`src/rtl/lsau_pkg.sv`:
```
// lsau_pkg: shared types, constants and helper functions of the LFSR scrambler
// used by lsau_csr, lsau_core and the top level; no other dependencies
`default_nettype none
package lsau_pkg;

   // sizes
   localparam int MAX_LENGTH  = 64;
   localparam int LEN_W       = 7;
   localparam int IDX_W       = 6;
   localparam int COUNT_W     = 48;
   localparam int STEP_W      = 8;
   localparam int CSR_INDEX_W = 3;
   localparam int CSR_DATA_W  = 64;

   // configuration register indexes
   localparam logic [CSR_INDEX_W-1:0] CSR_MODE   = 3'd0;
   localparam logic [CSR_INDEX_W-1:0] CSR_LENGTH = 3'd1;
   localparam logic [CSR_INDEX_W-1:0] CSR_TAPS   = 3'd2;
   localparam logic [CSR_INDEX_W-1:0] CSR_SEED   = 3'd3;
   localparam logic [CSR_INDEX_W-1:0] CSR_PERIOD = 3'd4;
   localparam logic [CSR_INDEX_W-1:0] CSR_STEP   = 3'd5;

   // item operations
   localparam logic OP_STEP    = 1'b0;
   localparam logic OP_RESTART = 1'b1;

   // reset values of the configuration registers
   localparam logic                  RST_MODE   = 1'b0;
   localparam logic [LEN_W-1:0]      RST_LENGTH = 7'd7;
   localparam logic [MAX_LENGTH-1:0] RST_TAPS   = 64'd32;
   localparam logic [MAX_LENGTH-1:0] RST_SEED   = 64'd127;
   localparam logic [COUNT_W-1:0]    RST_PERIOD = 48'd1024;
   localparam logic [STEP_W-1:0]     RST_STEP   = 8'd1;

   typedef struct packed {
      logic                  mode_multiplicative;
      logic [LEN_W-1:0]      register_length;
      logic [MAX_LENGTH-1:0] tap_mask;
      logic [MAX_LENGTH-1:0] seed_value;
      logic [COUNT_W-1:0]    period_length;
      logic [STEP_W-1:0]     word_step;
   } cfg_type;

   // clamp the length to 2..MAX_LENGTH
   function automatic logic [LEN_W-1:0] clamp_len(input logic [LEN_W-1:0] len);
      logic [LEN_W-1:0] res;
      if (len < LEN_W'(2)) begin
         res = LEN_W'(2);
      end else if (len > LEN_W'(MAX_LENGTH)) begin
         res = LEN_W'(MAX_LENGTH);
      end else begin
         res = len;
      end
      return res;
   endfunction

   // ones in every cell below len
   function automatic logic [MAX_LENGTH-1:0] low_mask(input logic [LEN_W-1:0] len);
      logic [MAX_LENGTH-1:0] m;
      for (int i = 0; i < MAX_LENGTH; i++) begin
         m[i] = (LEN_W'(i) < len);
      end
      return m;
   endfunction

endpackage
`default_nettype wire

```
`src/rtl/lsau_csr.sv`:
```
// lsau_csr: configuration register file of the LFSR scrambler
// depends on lsau_pkg for the register indexes, reset values and cfg_type
`default_nettype none
module lsau_csr
   import lsau_pkg::*;
(
   input  wire logic                   clock,
   input  wire logic                   reset,
   input  wire logic                   csr_valid,
   output      logic                   csr_ready,
   input  wire logic [CSR_INDEX_W-1:0] csr_index,
   input  wire logic [CSR_DATA_W-1:0]  csr_data,
   output      cfg_type                cfg
);

   cfg_type cfg_ff;
   cfg_type cfg_in;

   assign csr_ready = 1'b1;
   assign cfg       = cfg_ff;

   // write decode, indexes past the list are dropped
   always_comb begin
      cfg_in = cfg_ff;
      if (csr_valid) begin
         unique case (csr_index)
            CSR_MODE:   cfg_in.mode_multiplicative = csr_data[0];
            CSR_LENGTH: cfg_in.register_length     = csr_data[LEN_W-1:0];
            CSR_TAPS:   cfg_in.tap_mask            = csr_data[MAX_LENGTH-1:0];
            CSR_SEED:   cfg_in.seed_value          = csr_data[MAX_LENGTH-1:0];
            CSR_PERIOD: cfg_in.period_length       = csr_data[COUNT_W-1:0];
            CSR_STEP:   cfg_in.word_step           = csr_data[STEP_W-1:0];
            default:    cfg_in = cfg_ff;
         endcase
      end
   end

   always_ff @(posedge clock) begin
      if (reset) begin
         cfg_ff.mode_multiplicative <= RST_MODE;
         cfg_ff.register_length     <= RST_LENGTH;
         cfg_ff.tap_mask            <= RST_TAPS;
         cfg_ff.seed_value          <= RST_SEED;
         cfg_ff.period_length       <= RST_PERIOD;
         cfg_ff.word_step           <= RST_STEP;
      end else begin
         cfg_ff <= cfg_in;
      end
   end

endmodule
`default_nettype wire

```
`src/rtl/lsau_core.sv`:
```
// lsau_core: shift cells, step counter and the combinational feedback logic
// depends on lsau_pkg for cfg_type, op codes and the mask helpers
`default_nettype none
module lsau_core
   import lsau_pkg::*;
(
   input  wire logic    clock,
   input  wire logic    reset,
   input  wire cfg_type cfg,
   input  wire logic    fire,
   input  wire logic    op,
   input  wire logic    data_bit,
   output      logic    out_bit
);

   logic [MAX_LENGTH-1:0] cells_ff, cells_in;
   logic [COUNT_W-1:0]    count_ff, count_in;

   logic [LEN_W-1:0]      len;
   logic [IDX_W-1:0]      top_idx;
   logic [MAX_LENGTH-1:0] len_mask;
   logic [MAX_LENGTH-1:0] below_mask;
   logic                  top;
   logic                  fb;
   logic [COUNT_W:0]      cnt_sum;
   logic                  wrap;

   // effective length and masks
   assign len        = clamp_len(cfg.register_length);
   assign top_idx    = IDX_W'(len - LEN_W'(1));
   assign len_mask   = low_mask(len);
   assign below_mask = low_mask(LEN_W'(len - LEN_W'(1)));

   // feedback: top cell xor parity of tapped cells, data mixed in when multiplicative
   assign top = cells_ff[top_idx];
   assign fb  = top ^ (^(cells_ff & cfg.tap_mask & below_mask))
                ^ (cfg.mode_multiplicative & data_bit);
   assign out_bit = cfg.mode_multiplicative ? fb : top;

   // step counter, compared before truncation
   assign cnt_sum = {1'b0, count_ff} + (COUNT_W+1)'(cfg.word_step);
   assign wrap    = (cnt_sum >= {1'b0, cfg.period_length});

   // next state
   always_comb begin
      cells_in = cells_ff;
      count_in = count_ff;
      if (fire) begin
         if (op == OP_RESTART || wrap) begin
            cells_in = cfg.seed_value & len_mask;
            count_in = '0;
         end else begin
            cells_in = {cells_ff[MAX_LENGTH-2:0], fb} & len_mask;
            count_in = cnt_sum[COUNT_W-1:0];
         end
      end
   end

   always_ff @(posedge clock) begin
      if (reset) begin
         cells_ff <= RST_SEED & low_mask(clamp_len(RST_LENGTH));
         count_ff <= '0;
      end else begin
         cells_ff <= cells_in;
         count_ff <= count_in;
      end
   end

   // a restart always leaves a zero count
   a_restart_clears: assert property (@(posedge clock) disable iff (reset)
      (fire && op == OP_RESTART) |=> (count_ff == '0))
      else $error("count not cleared after restart");

endmodule
`default_nettype wire

```
`src/rtl/lfsr_scrambler_additive_multiplicative_unit.sv`:
```
// An item is held in the input register; when it fires, its bit goes into the result register.
// Throughput: one item per cycle while the result register is not stalled by rsp_ready.
// A restart item gives no result; the feedback xor and 48-bit count compare are combinational.
// Reset (synchronous, high): config registers to defaults, cells to masked seed, count to zero.
// Configuration writes are taken in any cycle, ready is always high.
// top level: handshake stages around lsau_core, with lsau_csr; depends on lsau_pkg
`default_nettype none
module lfsr_scrambler_additive_multiplicative_unit
   import lsau_pkg::*;
(
   input  wire logic                   clock,
   input  wire logic                   reset,
   input  wire logic                   req_valid,
   output      logic                   req_ready,
   input  wire logic                   req_op,
   input  wire logic                   req_data_bit,
   output      logic                   rsp_valid,
   input  wire logic                   rsp_ready,
   output      logic                   rsp_out_bit,
   input  wire logic                   csr_valid,
   output      logic                   csr_ready,
   input  wire logic [CSR_INDEX_W-1:0] csr_index,
   input  wire logic [CSR_DATA_W-1:0]  csr_data
);

   cfg_type cfg;

   logic in_valid_ff, in_valid_in;
   logic in_op_ff, in_data_ff;
   logic out_valid_ff, out_valid_in;
   logic out_bit_ff;
   logic core_bit;
   logic fire;

   lsau_csr u_csr (
      .clock     (clock),
      .reset     (reset),
      .csr_valid (csr_valid),
      .csr_ready (csr_ready),
      .csr_index (csr_index),
      .csr_data  (csr_data),
      .cfg       (cfg)
   );

   // the held item moves on when the result register is free or being drained
   assign fire      = in_valid_ff && (!out_valid_ff || rsp_ready);
   assign req_ready = !in_valid_ff || fire;

   lsau_core u_core (
      .clock    (clock),
      .reset    (reset),
      .cfg      (cfg),
      .fire     (fire),
      .op       (in_op_ff),
      .data_bit (in_data_ff),
      .out_bit  (core_bit)
   );

   // input register control
   always_comb begin
      in_valid_in = in_valid_ff;
      if (req_valid && req_ready) begin
         in_valid_in = 1'b1;
      end else if (fire) begin
         in_valid_in = 1'b0;
      end
   end

   // result register control
   always_comb begin
      out_valid_in = out_valid_ff;
      if (fire && in_op_ff == OP_STEP) begin
         out_valid_in = 1'b1;
      end else if (rsp_ready) begin
         out_valid_in = 1'b0;
      end
   end

   always_ff @(posedge clock) begin
      if (reset) begin
         in_valid_ff  <= 1'b0;
         out_valid_ff <= 1'b0;
      end else begin
         in_valid_ff  <= in_valid_in;
         out_valid_ff <= out_valid_in;
      end
   end

   // payload registers
   always_ff @(posedge clock) begin
      if (req_valid && req_ready) begin
         in_op_ff   <= req_op;
         in_data_ff <= req_data_bit;
      end
      if (fire && in_op_ff == OP_STEP) begin
         out_bit_ff <= core_bit;
      end
   end

   assign rsp_valid   = out_valid_ff;
   assign rsp_out_bit = out_bit_ff;

   // a result shows up only after a step item went through the core
   a_rsp_from_step: assert property (@(posedge clock) disable iff (reset)
      $rose(out_valid_ff) |-> $past(fire && in_op_ff == OP_STEP))
      else $error("result without a step item");

   // a restart item never creates a result
   a_restart_silent: assert property (@(posedge clock) disable iff (reset)
      (fire && in_op_ff == OP_RESTART && rsp_ready) |=> !out_valid_ff)
      else $error("restart item produced a result");

   // a waiting result is never overwritten while it is stalled
   a_no_overwrite: assert property (@(posedge clock) disable iff (reset)
      (out_valid_ff && !rsp_ready) |-> !fire)
      else $error("stalled result would be overwritten");

endmodule
`default_nettype wire
```
`config.mk`:
```
export PLATFORM = sky130hd
export DESIGN_NAME = lfsr_scrambler_additive_multiplicative_unit
export DESIGN_NICKNAME = d
export VERILOG_FILES = /design/src/rtl/lsau_pkg.sv /design/src/rtl/lsau_csr.sv /design/src/rtl/lsau_core.sv /design/src/rtl/lfsr_scrambler_additive_multiplicative_unit.sv
export SDC_FILE = /design/constraint.sdc
export NUM_CORES = 1
export LEC_CHECK = 0
export BUFFER_PORTS_ARGS = -buffer_cell sky130_fd_sc_hd__buf_2
export CORE_MARGIN = 2
export CORE_UTILIZATION = 30
export CTS_CLUSTER_SIZE = 16
export DETAILED_ROUTE_END_ITERATION = 6
export GPL_ROUTABILITY_DRIVEN = 1
export GPL_TIMING_DRIVEN = 0
export PLACE_DENSITY_LB_ADDON = 0.08
export SETUP_SLACK_MARGIN = 0.02
export SLEW_MARGIN = 10
export SYNTH_ARGS = -nofsm -noshare
export SYNTH_HDL_FRONTEND = slang
export SYNTH_HIERARCHICAL = 1
export SYNTH_SLANG_ARGS = --single-unit
```
`constraint.sdc`:
```
create_clock -name clock -period 10.5 [get_ports clock]
set_input_delay 1.05 -clock clock [delete_from_list [all_inputs] [get_ports clock]]
set_output_delay 1.05 -clock clock [all_outputs]
set_load 0.02 [all_outputs]
```
==> impl_metrics.env <==
export IMPL_status="finished, violations left"
export IMPL_violations="design-rule violations"
export IMPL_worstRegToRegCells=28
export IMPL_post_cts_buffers=0
export IMPL_root_buffer="clkbuf_16"
export IMPL_yosysTopAreaCell="dfxtp_1"
export IMPL_rsz0062_at_grt="false"
export IMPL_antenna_cells=0
export IMPL_crit_type="reg2reg"
export IMPL_core_um2=59100
export IMPL_clk_latency_ns=0.58
export IMPL_worst_pin_slew_ns=1.35
export IMPL_numCtsBuffers=39
export IMPL_io_buffers=76
export IMPL_synth_warnings=6
export IMPL_finalSetupTns_ns=0
export IMPL_reg2reg_slack_ns=2.49
export IMPL_ys_flop_type="dfxtp_1"
export IMPL_num_rows=89
export IMPL_final_period_utilization=0.763
export IMPL_synth_edf_count=3
export IMPL_dr_pass1_iters=7
export IMPL_layout_common_cells="dfxtp_1, nand2b_1, mux2i_1, nand2_1, a21oi_1"
export IMPL_synthCells=2057
export IMPL_cp_data_arrival_time_ns=8.50
export IMPL_grt_pass1_vias=15300
export IMPL_h_tree_depth=2
export IMPL_vias=15800
export IMPL_grt_start_max_net_pins=12
export IMPL_cp_slowest_cell="buf_1"
export IMPL_die_h_um=249
export IMPL_synth_nets=2190
export IMPL_hold_path_depth=2
export IMPL_clk_pin_slew_ns=0.06
export IMPL_power_total_mw=2.85
export IMPL_dp_cells=2907
export IMPL_io_pins=78
export IMPL_p_per_area_nw_per_um2=138
export IMPL_grt_overflow=0
export IMPL_maxCapViolCount=0
export IMPL_min_period_ns=8.01
export IMPL_crit_path_end_kind="flip-flop"
export IMPL_worst_setup_path_start_kind="flip-flop"
export IMPL_vias_per_cell=5.29
export IMPL_synth_top_area_share=0.341
export IMPL_die_w_um=249
export IMPL_grt_pass1_wl_um=107000
export IMPL_first_iter_violations=1143
export IMPL_dpl_hpwl_um=55400
export IMPL_yosysSeqAreaShare=0.346
export IMPL_synth_area_per_cell_um2=8.73
export IMPL_synth_distinct_cells=87
export IMPL_ir_drop_mv=0.0873
export IMPL_wirelength_um=73400
export IMPL_ant_nets=0
export IMPL_synth_area_um2=18000
export IMPL_cts_tree="done"
export IMPL_relSlewSlack=0.0967
export IMPL_wl_per_cell_um=24.6
export IMPL_min_path_type="reg2reg"
export IMPL_hold_violations=0
export IMPL_synth_seq_cells=309
export IMPL_final_cells=2977
export IMPL_slowest_delay_ns=0.89
export IMPL_antenna_found_initial=0
export IMPL_setup_viol=0
export IMPL_gp_congestion=0.919
export IMPL_clk_path_buf_depth=3
export IMPL_hold_buffers=0
export IMPL_cts_repair_resized=0
export IMPL_drv_slew=0
export IMPL_final_core_util=0.348
export IMPL_synthToLayoutAreaGrowth_pct=14.5
export IMPL_numClockSinks=309
export IMPL_cp_required_ns=10.99
export IMPL_fin_worst_skew_ns=0.0147
export IMPL_drive_gt1_frac=0.101
export IMPL_final_common_cell="dfxtp_1"
export IMPL_die_area_um2=61800
export IMPL_num_nets_final=2308
export IMPL_timing_rr_end="u_core/count_ff[17]"
export IMPL_clock_fmax_mhz=125
export IMPL_grt_use_total=0.233
export IMPL_initial_core_util=0.304
export IMPL_min_from="u_core/count_ff[4]"
export IMPL_r2r_start="u_csr/cfg[0]"
export IMPL_drc=5
export IMPL_power_leakage_nw=8.12
export IMPL_synth_area_leaders="dfxtp_1, mux2i_1, nand2b_1, ha_1, a21oi_1"
export IMPL_cp_max_fo=10
export IMPL_async_reset_ff_frac=0
export IMPL_holdPathEnd="u_core/count_ff[4]"
[cell families (layout without fill, tap and decap cells)]
group | Yosys count | count (layout) | synth area share
XOR/XNOR | 85 | 85 | 0.0473
other | 1 | 1 | 0.000209
AO/OA/AOI/OAI | 372 | 372 | 0.134
AND/OR/NAND/NOR | 744 | 744 | 0.222
adder cells (fa/ha/maj) | 60 | 60 | 0.0421
multiplexers | 282 | 282 | 0.159
buffers and inverters | 204 | 351 | 0.0491
flip-flops | 309 | 309 | 0.346
[power breakdown]
part | total [mW] | switching (mW) | internal, mW | leakage, nW
Clock | 1.33 | 0.547 | 0.781 | 0.609
Combinational | 0.306 | 0.208 | 0.0986 | 5.01
Sequential | 1.21 | 0.0157 | 1.19 | 2.50
[synthesized netlist by cell type (all sizes together), types with 4 or more instances]
cell type and instances:
o21ai 56, xnor3 7, buf 46, mux2i 255, a31oi 11, a41oi 5, nor2b 17, o221ai 4
nand4 27, nor4 21, o311ai 8, a21oi 144, a21o 27, a211oi 4, nand3 59, and2 9
a22oi 17, xor2 22, dfxtp 306, nand2b 259, inv 70, clkbuf 88, nand3b 8, ha 58
nand2 173, a311oi 4, and3 15, o21a 4, a211o 7, a2bb2oi 20, nor3 20, or3 13
or4 4, o22ai 11, xnor2 56, mux2 27, o21bai 6, nor2 99, o211ai 15
[layer usage]
layer  GRT usage  up-vias  routed length [um]
li1            -     7452                   -
met1       0.334     7694               35400
met2       0.365      527               32200
met3      0.0330       85                3980
met4      0.0604        0                1810
met5           0        -                   0
[through the flow]
stage / setup slack, ns / area [um^2] / hold slack, ns
final: 2.49 / 20600 / 0.467
after global routing: 2.09 / 20600 / 0.474
after CTS: 2.58 / 20600 / 0.468
after detailed placement: 2.61 / 19300 / 0.461
after global placement: 2.64 / 19300 / 0.451
after floorplan: 4.88 / 18000 / 0.436
[layout make-up]
type | count | area (um^2)
Multi-Input combinational cell | 1544 | 10900
Fill cell | 6162 | 38600
Tap cell | 773 | 967
Clock inverter | 12 | 129
Sequential cell | 309 | 6220
Inverter | 70 | 263
Clock buffer | 58 | 1110
Timing Repair Buffer | 77 | 392
Buffer | 134 | 619
[worst max-delay path: cells and delay by family (launching register included)]
family / cells / cell delay (ns)
AOI/OAI and AO/OA: 16 / 3.54
xor gates and xnor gates: 1 / 0.18
adders and majority gates: 3 / 0.94
buffers and inverters: 4 / 2.14
DFF: 1 / 0.34
and+or+nand+nor: 4 / 0.76
[sequential cells by signal, summed over array words and instances (netlist names)]
signal           cells
u_core/count_ff     48
in_op_ff             1
u_core/cells_ff     64
in_valid_ff          1
rsp_out_bit          1
rsp_valid            1
u_csr/cfg          192
in_data_ff           1
[worst max path at each step]
stage	start	to	slack, ns	cells after the start
3_3_place_gp	u_csr/cfg[0]	u_core/count_ff[15]	2.64	28
4_1_cts	u_csr/cfg[0]	u_core/count_ff[18]	2.58	28
6_report	u_csr/cfg[0]	u_core/count_ff[17]	2.49	28
5_1_grt	u_csr/cfg[0]	u_core/count_ff[26]	2.09	28
2_1_floorplan	u_csr/cfg[0]	u_core/cells_ff[19]	4.88	28
3_5_place_dp	u_csr/cfg[0]	u_core/count_ff[18]	2.61	28
(Power assumes the default switching activity.)
